## src/hdl/p2r_pkg.sv

```systemverilog
`timescale 1ns / 1ps

package p2r_pkg;

    localparam int SAMPLE_W       = 16;
    localparam int CODE_W         = 8;
    localparam int NUM_W          = SAMPLE_W + CODE_W;
    localparam int BITS_PER_STAGE = 2;
    localparam int DIV_STAGES     = CODE_W / BITS_PER_STAGE;
    // numerator register, saturation check, then one register per divider stage
    localparam int LANE_LAT       = DIV_STAGES + 2;
    localparam int CFG_IDX_W      = 3;
    localparam int CFG_DATA_W     = 16;
    localparam int PLANE_IDX_W    = 2;
    localparam int COLOR_W        = 5;

    localparam logic [CODE_W-1:0] CODE_MAX  = 8'hff;
    localparam logic [CODE_W-1:0] HALF_CODE = 8'd128;

    typedef logic [SAMPLE_W-1:0] sample_t;
    typedef logic [CODE_W-1:0]   code_t;

    typedef enum logic [CFG_IDX_W-1:0] {
        CFG_MAX_SAMPLE    = 3'd0,
        CFG_COLOR_MODE    = 3'd1,
        CFG_HAS_OPACITY   = 3'd2,
        CFG_OPACITY_PLANE = 3'd3,
        CFG_OPAQUE_CODE   = 3'd4
    } cfg_idx_t;

endpackage

```

## src/hdl/p2r_scale.sv

```systemverilog
`timescale 1ns / 1ps

module p2r_scale (
    input  logic             clk,
    input  p2r_pkg::sample_t sample,
    input  p2r_pkg::sample_t divisor,
    output p2r_pkg::code_t   scaled
);
    import p2r_pkg::*;

    logic [NUM_W-1:0] num_next;
    logic [NUM_W-1:0] num_reg;
    logic             sat_next;
    logic [NUM_W-1:0] rem_reg [0:DIV_STAGES];
    code_t            q_reg   [0:DIV_STAGES];
    logic             sat_reg [0:DIV_STAGES];

    // s*255 + m/2, as (s << 8) - s
    always_comb
    begin
        num_next = {sample, {CODE_W{1'b0}}} - NUM_W'(sample) + NUM_W'(divisor >> 1);
    end

    // quotient above 255 whenever the numerator reaches 256*m
    always_comb
    begin
        sat_next = (num_reg >= {divisor, {CODE_W{1'b0}}});
    end

    always_ff @(posedge clk)
    begin
        num_reg    <= num_next;
        rem_reg[0] <= num_reg;
        q_reg[0]   <= '0;
        sat_reg[0] <= sat_next;
    end

    // restoring division, BITS_PER_STAGE quotient bits per stage, MSB first
    for (genvar st = 0; st < DIV_STAGES; st++)
    begin : g_div
        logic [NUM_W-1:0] rem_next;
        code_t            q_next;

        always_comb
        begin
            logic [NUM_W-1:0] trial;
            int               k;
            rem_next = rem_reg[st];
            q_next   = q_reg[st];
            for (int j = 0; j < BITS_PER_STAGE; j++)
            begin
                k     = CODE_W - 1 - st * BITS_PER_STAGE - j;
                trial = NUM_W'(divisor) << k;
                if (rem_next >= trial)
                begin
                    rem_next  = rem_next - trial;
                    q_next[k] = 1'b1;
                end
            end
        end

        always_ff @(posedge clk)
        begin
            rem_reg[st+1] <= rem_next;
            q_reg[st+1]   <= q_next;
            sat_reg[st+1] <= sat_reg[st];
        end
    end

    assign scaled = sat_reg[DIV_STAGES] ? CODE_MAX : q_reg[DIV_STAGES];

endmodule

```

## src/hdl/pixel_to_rgb555_alpha.sv

```systemverilog
`timescale 1ns / 1ps

// Pixel converter: one pixel of four 16-bit sample planes in, one RGB555 color
// word and one 8-bit alpha code out. A pixel transaction is taken at every
// rising edge with start high; busy is always low, so a new pixel may enter in
// every cycle. Each result appears on packed_color and alpha_code for exactly
// one cycle with done high, in order, after the pixel passes the select
// register (which loads at the edge that took it), a 6-stage rescaling
// divider and the output register. The receiver cannot stall: capture the
// result in the cycle done is high. Samples are rescaled to 0..255 as
// (s*255 + max/2)/max, saturating at 255; a max_sample of zero acts as one.
// Write configuration through cfg_we, cfg_index and cfg_data only while no
// pixel is in flight.

module pixel_to_rgb555_alpha (
    input  logic                                clk,
    input  logic                                rst_n,
    input  logic                                start,
    output logic                                busy,
    input  p2r_pkg::sample_t                    plane0,
    input  p2r_pkg::sample_t                    plane1,
    input  p2r_pkg::sample_t                    plane2,
    input  p2r_pkg::sample_t                    plane3,
    input  logic                                cfg_we,
    input  logic [p2r_pkg::CFG_IDX_W-1:0]       cfg_index,
    input  logic [p2r_pkg::CFG_DATA_W-1:0]      cfg_data,
    output logic                                done,
    output logic [15:0]                         packed_color,
    output p2r_pkg::code_t                      alpha_code
);
    import p2r_pkg::*;

    // configuration registers
    sample_t                max_sample_reg;
    logic                   color_mode_reg;
    logic                   has_opacity_reg;
    logic [PLANE_IDX_W-1:0] opacity_plane_reg;
    code_t                  opaque_code_reg;

    // effective divisor: zero acts as one
    sample_t                divisor;

    // select stage
    sample_t                red_next, green_next, blue_next, opac_next;
    sample_t                red_reg, green_reg, blue_reg, opac_reg;

    // valid bits, one per pipeline register in front of the output
    logic [LANE_LAT:0]      vld_reg;

    code_t                  red_scaled, green_scaled, blue_scaled, opac_scaled;

    logic [15:0]            color_next;
    code_t                  alpha_next;
    logic                   done_reg;
    logic [15:0]            color_reg;
    code_t                  alpha_reg;

    assign busy = 1'b0;

    always_ff @(posedge clk or negedge rst_n)
    begin
        if (!rst_n)
        begin
            max_sample_reg    <= SAMPLE_W'(255);
            color_mode_reg    <= 1'b1;
            has_opacity_reg   <= 1'b0;
            opacity_plane_reg <= PLANE_IDX_W'(3);
            opaque_code_reg   <= HALF_CODE;
        end
        else if (cfg_we)
        begin
            // drop writes to indexes past the register list
            unique case (cfg_idx_t'(cfg_index))
                CFG_MAX_SAMPLE:    max_sample_reg    <= cfg_data[SAMPLE_W-1:0];
                CFG_COLOR_MODE:    color_mode_reg    <= cfg_data[0];
                CFG_HAS_OPACITY:   has_opacity_reg   <= cfg_data[0];
                CFG_OPACITY_PLANE: opacity_plane_reg <= cfg_data[PLANE_IDX_W-1:0];
                CFG_OPAQUE_CODE:   opaque_code_reg   <= cfg_data[CODE_W-1:0];
                default:           ;
            endcase
        end
    end

    assign divisor = (max_sample_reg == '0) ? SAMPLE_W'(1) : max_sample_reg;

    // Pick the four samples to scale. Gray mode routes plane 0 to all colors;
    // the opacity plane index is honored as given in either mode.
    always_comb
    begin
        red_next   = plane0;
        green_next = color_mode_reg ? plane1 : plane0;
        blue_next  = color_mode_reg ? plane2 : plane0;
        unique case (opacity_plane_reg)
            2'd0:    opac_next = plane0;
            2'd1:    opac_next = plane1;
            2'd2:    opac_next = plane2;
            default: opac_next = plane3;
        endcase
    end

    always_ff @(posedge clk)
    begin
        red_reg   <= red_next;
        green_reg <= green_next;
        blue_reg  <= blue_next;
        opac_reg  <= opac_next;
    end

    // Advance the valid bit alongside the data in every cycle; nothing stalls.
    always_ff @(posedge clk or negedge rst_n)
    begin
        if (!rst_n)
        begin
            vld_reg <= '0;
        end
        else
        begin
            vld_reg <= {vld_reg[LANE_LAT-1:0], start & ~busy};
        end
    end

    // Four identical rescaling lanes. The divider is exact for max 255 too,
    // so pass-through needs no separate path.
    p2r_scale u_scale_red (
        .clk     (clk),
        .sample  (red_reg),
        .divisor (divisor),
        .scaled  (red_scaled)
    );

    p2r_scale u_scale_green (
        .clk     (clk),
        .sample  (green_reg),
        .divisor (divisor),
        .scaled  (green_scaled)
    );

    p2r_scale u_scale_blue (
        .clk     (clk),
        .sample  (blue_reg),
        .divisor (divisor),
        .scaled  (blue_scaled)
    );

    p2r_scale u_scale_opac (
        .clk     (clk),
        .sample  (opac_reg),
        .divisor (divisor),
        .scaled  (opac_scaled)
    );

    // Pack the top five bits of each color; bit 5 stays zero.
    // Alpha: opaque code unless an opacity plane is enabled and below full scale.
    always_comb
    begin
        color_next = {red_scaled[CODE_W-1 -: COLOR_W], green_scaled[CODE_W-1 -: COLOR_W],
                      1'b0, blue_scaled[CODE_W-1 -: COLOR_W]};
        if (has_opacity_reg && (opac_scaled != CODE_MAX))
        begin
            alpha_next = HALF_CODE - (opac_scaled >> 1);
        end
        else
        begin
            alpha_next = opaque_code_reg;
        end
    end

    always_ff @(posedge clk or negedge rst_n)
    begin
        if (!rst_n)
        begin
            done_reg <= 1'b0;
        end
        else
        begin
            done_reg <= vld_reg[LANE_LAT];
        end
    end

    // Hold the payload between results; load only with a finished transaction.
    always_ff @(posedge clk)
    begin
        if (vld_reg[LANE_LAT])
        begin
            color_reg <= color_next;
            alpha_reg <= alpha_next;
        end
    end

    assign done         = done_reg;
    assign packed_color = color_reg;
    assign alpha_code   = alpha_reg;

endmodule

```

## config.mk

```make
export PLATFORM = sky130hd
export DESIGN_NAME = pixel_to_rgb555_alpha
export DESIGN_NICKNAME = d
export VERILOG_FILES = /design/src/hdl/p2r_pkg.sv /design/src/hdl/p2r_scale.sv /design/src/hdl/pixel_to_rgb555_alpha.sv
export SDC_FILE = /design/constraint.sdc
export NUM_CORES = 2
export LEC_CHECK = 0
export BUFFER_PORTS_ARGS = -buffer_cell sky130_fd_sc_hd__buf_2
export CAP_MARGIN = 20
export CORE_AREA = 2 2 277 279
export DETAILED_ROUTE_END_ITERATION = 10
export DIE_AREA = 0 0 279 281
export PLACE_DENSITY = 0.73
export SYNTH_ARGS = -nofsm -noshare
export SYNTH_HDL_FRONTEND = slang
export SYNTH_SLANG_ARGS = --single-unit
export TNS_END_PERCENT = 10
```

## constraint.sdc

```tcl
create_clock -name clk -period 16 [get_ports clk]
set_clock_uncertainty 0.05 [all_clocks]
set_input_delay 0 -clock clk [delete_from_list [all_inputs] [get_ports clk]]
set_output_delay 0 -clock clk [all_outputs]
set_load 0.03 [all_outputs]
```

# After elaboration in Yosys (flattened, before gate mapping)
# Memories as Yosys holds them, arrays and structs flattened. A register that Yosys moved wholly into a read port is not among the register bits.
# Cells that the tools add are included.
[word_totals]
ff_bits = 204
ram_bits = 660
out_inout_bits = 26
wordCells = 191
mem_count = 12
[memory_table]
columns = ["name", "depth", "width", "read_ports", "rd_clocked_by_memory_dff", "write_ports", "line_no", "source"]
rows = [
  ["u_scale_blue.rem_reg", 5, 24, 4, 0, 5, "p2r_scale.sv:14", "logic [NUM_W-1:0] rem_reg [0:DIV_STAGES];"],
  ["u_scale_green.rem_reg", 5, 24, 4, 0, 5, "p2r_scale.sv:14", ""],
  ["u_scale_opac.rem_reg", 5, 24, 4, 0, 5, "p2r_scale.sv:14", ""],
  ["u_scale_red.rem_reg", 5, 24, 4, 0, 5, "p2r_scale.sv:14", ""],
  ["u_scale_blue.q_reg", 5, 8, 5, 1, 5, "p2r_scale.sv:15", "code_t q_reg [0:DIV_STAGES];"],
  ["u_scale_green.q_reg", 5, 8, 5, 1, 5, "p2r_scale.sv:15", ""],
  ["6 more memories", "--", "--", "--", "--", "--", "--", ""],
]
[op_classes]
add_sub_neg = 41
n_lt_le_gt_ge = 36
n_eq_ne = 7
mux = 70
n_reduce_logical = 9
[ops]
columns = ["cell", "count"]
rows = [
  ["2-to-1 mux 24 bit", 32],
  ["subtractor 24 x 16 -> 24 bit", 8],
  ["adder 24 x 15 -> 24 bit", 4],
  [">= comparator 24 x 16 -> 1 bit", 4],
  [">= comparator 24 x 17 -> 1 bit", 4],
  [">= comparator 24 x 18 -> 1 bit", 4],
  [">= comparator 24 x 19 -> 1 bit", 4],
  [">= comparator 24 x 20 -> 1 bit", 4],
  [">= comparator 24 x 21 -> 1 bit", 4],
  [">= comparator 24 x 22 -> 1 bit", 4],
  [">= comparator 24 x 23 -> 1 bit", 4],
  [">= comparator 24 bit", 4],
  ["subtractor 24 x 17 -> 24 bit", 4],
  ["subtractor 24 x 18 -> 24 bit", 4],
  ["subtractor 24 x 19 -> 24 bit", 4],
  ["subtractor 24 x 20 -> 24 bit", 4],
  ["subtractor 24 x 21 -> 24 bit", 4],
  ["subtractor 24 x 22 -> 24 bit", 4],
  ["subtractor 24 x 23 -> 24 bit", 4],
  ["2-to-1 mux 16 bit", 3],
  ["one-hot mux 16 bit (3 select lines)", 1],
  ["2-to-1 mux 1 bit", 32],
  ["zero test 16 bit", 1],
  ["2-to-1 mux 8 bit", 2],
  ["11 further kinds", 16],
]

# Logic depth before layout (Yosys ltp)
[depth]
ltp_word = 6
ltp_mapped = 27
ltp_nobuf = 24

# Hierarchy
# From an unflattened synthesis, not the netlist that was laid out.
[hier_totals]
hier_cells = 5966
hier_area_um2 = 52922.0
[by_module_without_submodules]
columns = ["mod", "n_inst", "cells_per_inst", "area_per_inst_um2", "seq_area_each_um2"]
rows = [
  ["p2r_scale at u_scale_green", 1, 1412, 12336.8, 2902.8],
  ["p2r_scale at u_scale_blue", 1, 1440, 12152.9, 2902.8],
  ["p2r_scale at u_scale_red", 1, 1398, 12035.3, 2902.8],
  ["p2r_scale at u_scale_opac", 1, 1398, 12031.5, 2902.8],
  ["pixel_to_rgb555_alpha", 1, 318, 4365.4, 2887.8],
]

# Least setup slack after synthesis
# OpenSTA, ideal clock, no wires.
[synth_path]
kind = "flip-flop to flip-flop"
start = "reg max_sample_reg[1]"
end = "mem u_scale_green.rem_reg[0][38] (netlist name)"
t_arrival_ns = 6.618
required_time_ns = 15.829
path_slack_ns = 9.211
stages_incl_launch_ff = 23
path_buffers = 2
period_less_slack_ns = 6.789
path_cell_list = "dfstp_2 -> inv_1 -> ha_1 -> nor2b_1 -> o31a_1 -> o311a_1 -> o211ai_1 -> a31oi_1 -> nor3_2 -> clkbuf_1 -> o21ai_0 -> fa_1 -> a21o_1 -> a21oi_1 -> nor2b_1 -> o21bai_1 -> a21oi_1 -> o41ai_1 -> a21o_1 -> nand3_1 -> a211oi_2 -> buf_2 -> mux2_2"
[synth_rtl]
columns = ["item", "line_no", "source"]
rows = [
  ["start: declaration", "pixel_to_rgb555_alpha.sv:34", "sample_t max_sample_reg;"],
  ["start signal: assignment", "pixel_to_rgb555_alpha.sv:74", "CFG_MAX_SAMPLE: max_sample_reg <= cfg_data[SAMPLE_W-1:0];"],
  ["end: declaration", "p2r_scale.sv:14", ""],
]

==> reports/summary.txt <==
Prevailing post-synth register cell - dfxtp_1
Place WS - 7891 ps
Hold path cells - 2
Synth cell count leaders - 560 x dfxtp_1, 557 x ha_1, 354 x a21oi_1
Initial antenna violation count - 5
Leading area contributor after synthesis - dfxtp_1
Sequential share of the synthesized area - 0.3116
# Max-Cap Violations - 0
Die Span Y - 281 um
Final RePlAce weighted congestion - 0.9397
CTS Sinks - 619
Worst-Margin Slew - 996.6 ps
Most frequent cell after synthesis - dfxtp_1
Routed wl met3 - 7384 um
Total Neg Setup Slack - 0 ps
Max Fclk - 121.1 MHz
Hold Path Class - in -> reg
Critical path depth in cells - 23
Netlist cell types - 96
Number of setup violations in the final report - 0
Die area - 0.07840 mm^2
Top area cells in the synthesized netlist - dfxtp_1 27%, ha_1 17%, xnor2_1 4.9%
CTS Buffer Depth - 3
Number of global-route vias before repair - 32710
Vias per cell - 5.886
CP arrival - 8690 ps
Max reg flops - 96
CTS Buf Count - 68
CP Buf/Inv Count - 2
CP Capture Type - flip-flop
Met1 WL - 50290 um
Port Buf Inserts - 110
Synth-to-Final Area Change - 12.74%
Congestion Overflow GR - 0
Ratio of cells with drive above 1 in the final layout - 0.1091
CTS H-tree lvls - 3
Clock slew at reported path FFs - 60 ps
Critical path's slowest cell - nor4bb_1
Fillers - 6212
CTS root buf - clkbuf_16
Rel. slew slack - 0.3356
Data required, critical path - 16430 ps
Gr usage total - 0.2785
Final nets - 5507
Maximum fanout along the worst path - 29
Uppermost routed layer - met5
RSZ-0062 raised after global routing - false
Placed Area - 0.04287 mm^2
Mean Syn Cell Area - 9.025 um^2
Synthesized area - 0.04114 mm^2
Final instance area - 0.04638 mm^2
FF-to-FF path depth - 23
Yosys warning count - 0
Via count - 34430
Post-DP HPWL - 80550 um
Die X - 279 um
Final WS setup - 7743 ps
Hold Violations, Final - 0
Routed wire length - 111200 um
Top delay family on crit path - compound AO/OA/AOI/OAI gates
Largest net degree at the start of global routing - 50
CTS tree - yes
Number of setup buffers added after CTS - 0
Register Area - 0.01282 mm^2
Crit share post-route - 0.5160
ANT nets after route - 0
WL met2 - 48970 um
Critical-path cell list - buf_4, nor4_1, a41o_1, buf_4, ha_1, nor2b_1, o21ai_0, a21boi_0, o21ai_0, a21o_1, a21o_1, o21ai_0, fa_1, a21o_1, a21oi_1, o21bai_1, a21oi_1, a211oi_1, o32ai_1, o221ai_1, nor4bb_1, nand2_1, mux2_2
Pre-Repair DR Iteration Count - 7
Io pins - 113
Number of synthesized flops with an enable pin - 23
Area of the multi-input gates - 0.02684 mm^2
DRC errors left - 0
Critical path start-end classification - reg -> reg
Max-slew violations - 0
Initial core utilization - 0.5453
CORE AREA - 0.07544 mm^2
Fin crit period - 8257 ps
Crit-path max cell delay - 810 ps
Global-route wire length before repair - 174300 um
Syn Inst Count - 4558
Worst Setup Start Kind - flip-flop
Fraction of registers with async set/reset - 0.05816
Routed len/inst - 19.02 um
Min Hold Slack - 17.17 ps
Rows - 101
Yosys top cell area share - 0.2725
Starting DRT DRC Count - 2727
Worst-Skew Late Latency - 620 ps
Status - finished, final reports clean
Seq cells post-synth - 619
-- layout make-up --
class,instances,area share
diodes,4,0.0002158
clock buffers,89,0.04195
clock inverters,36,0.008471
inverters,308,0.02498
multi-input cells,3552,0.5787
flip-flops and latches,619,0.2764
well taps,978,0.02639
repair buffers,263,0.04290
-- stage by stage --
| stage | util | cells |
|---|---|---|
| final | 0.6147 | 5849 |
| after global routing | 0.6147 | 5849 |
| after CTS | 0.6146 | 5845 |
| after detailed placement | 0.5682 | 5604 |
| after global placement | 0.5682 | 5604 |
| after floorplan | - | 4559 |
-- cells in the final DEF (no fill, tap or decap), types with 16 or more instances in the layout --
cell type / count
dfxtp_1: 560
ha_1: 557
a21oi_1: 353
nand2_1: 352
nor2_1: 300
inv_1: 292
o21ai_0: 270
xnor2_1: 230
a21o_1: 164
mux2_2: 151
dlygate4sd3_1: 116
buf_2: 110
xor2_1: 97
nor3_1: 89
clkbuf_16: 72
nor2b_1: 70
nand2b_1: 70
nand3_1: 69
o21a_1: 65
nand4_1: 63
fa_1: 51
o21bai_1: 47
or2_2: 40
buf_4: 37
a31oi_1: 35
or3_1: 32
and3_1: 30
mux2i_1: 29
a211oi_1: 28
nor4_1: 26
o211ai_1: 25
o31ai_1: 24
edfxtp_1: 23
dfrtp_1: 23
and2_1: 20
a21boi_0: 18
or4_1: 17
mux4_2: 16
o41ai_1: 16
-- final timing paths --
check,startpoint,endpoint,slack (ps)
max,max_sample_reg[1],u_scale_blue.rem_reg[0][33],7740
min,start,vld_reg[0],20
max reg2reg,max_sample_reg[1],u_scale_blue.rem_reg[0][33],7740
min reg2reg,u_scale_blue.q_reg[1][6],u_scale_blue.q_reg[2][6],270
max in group asynchronous,rst_n,vld_reg[6],15150
min in group asynchronous,rst_n,max_sample_reg[8],70
-- cells by family after synthesis --
logic type,Yosys count,synth area share
buffers and inverters,388,0.03629
multiplexers,200,0.05861
XOR/XNOR,327,0.06962
AND/OR/NAND/NOR,1221,0.1443
adder cells (fa/ha/maj),608,0.1942
AO/OA/AOI/OAI,1194,0.1852
other,1,0.00009116
flip-flops,619,0.3116
-- layer usage --
metal / vias to the layer above / global-route usage
met1: 16030 / 0.3751
met2: 1178 / 0.4493
met5: - / 0
met3: 261 / 0.03857
li1: 16960 / -
met4: 2 / 0.1148
-- what timing repair did --
action	4_1_cts	5_1_grt
hold buffers	116	0
endpoints found under the setup margin	0	0
resized for setup	0	0
hold endpoints to repair	129	0
Power is left out: the tool's default activity adds up to more than one toggle a clock period on the data nets, which glitch-free logic cannot reach.
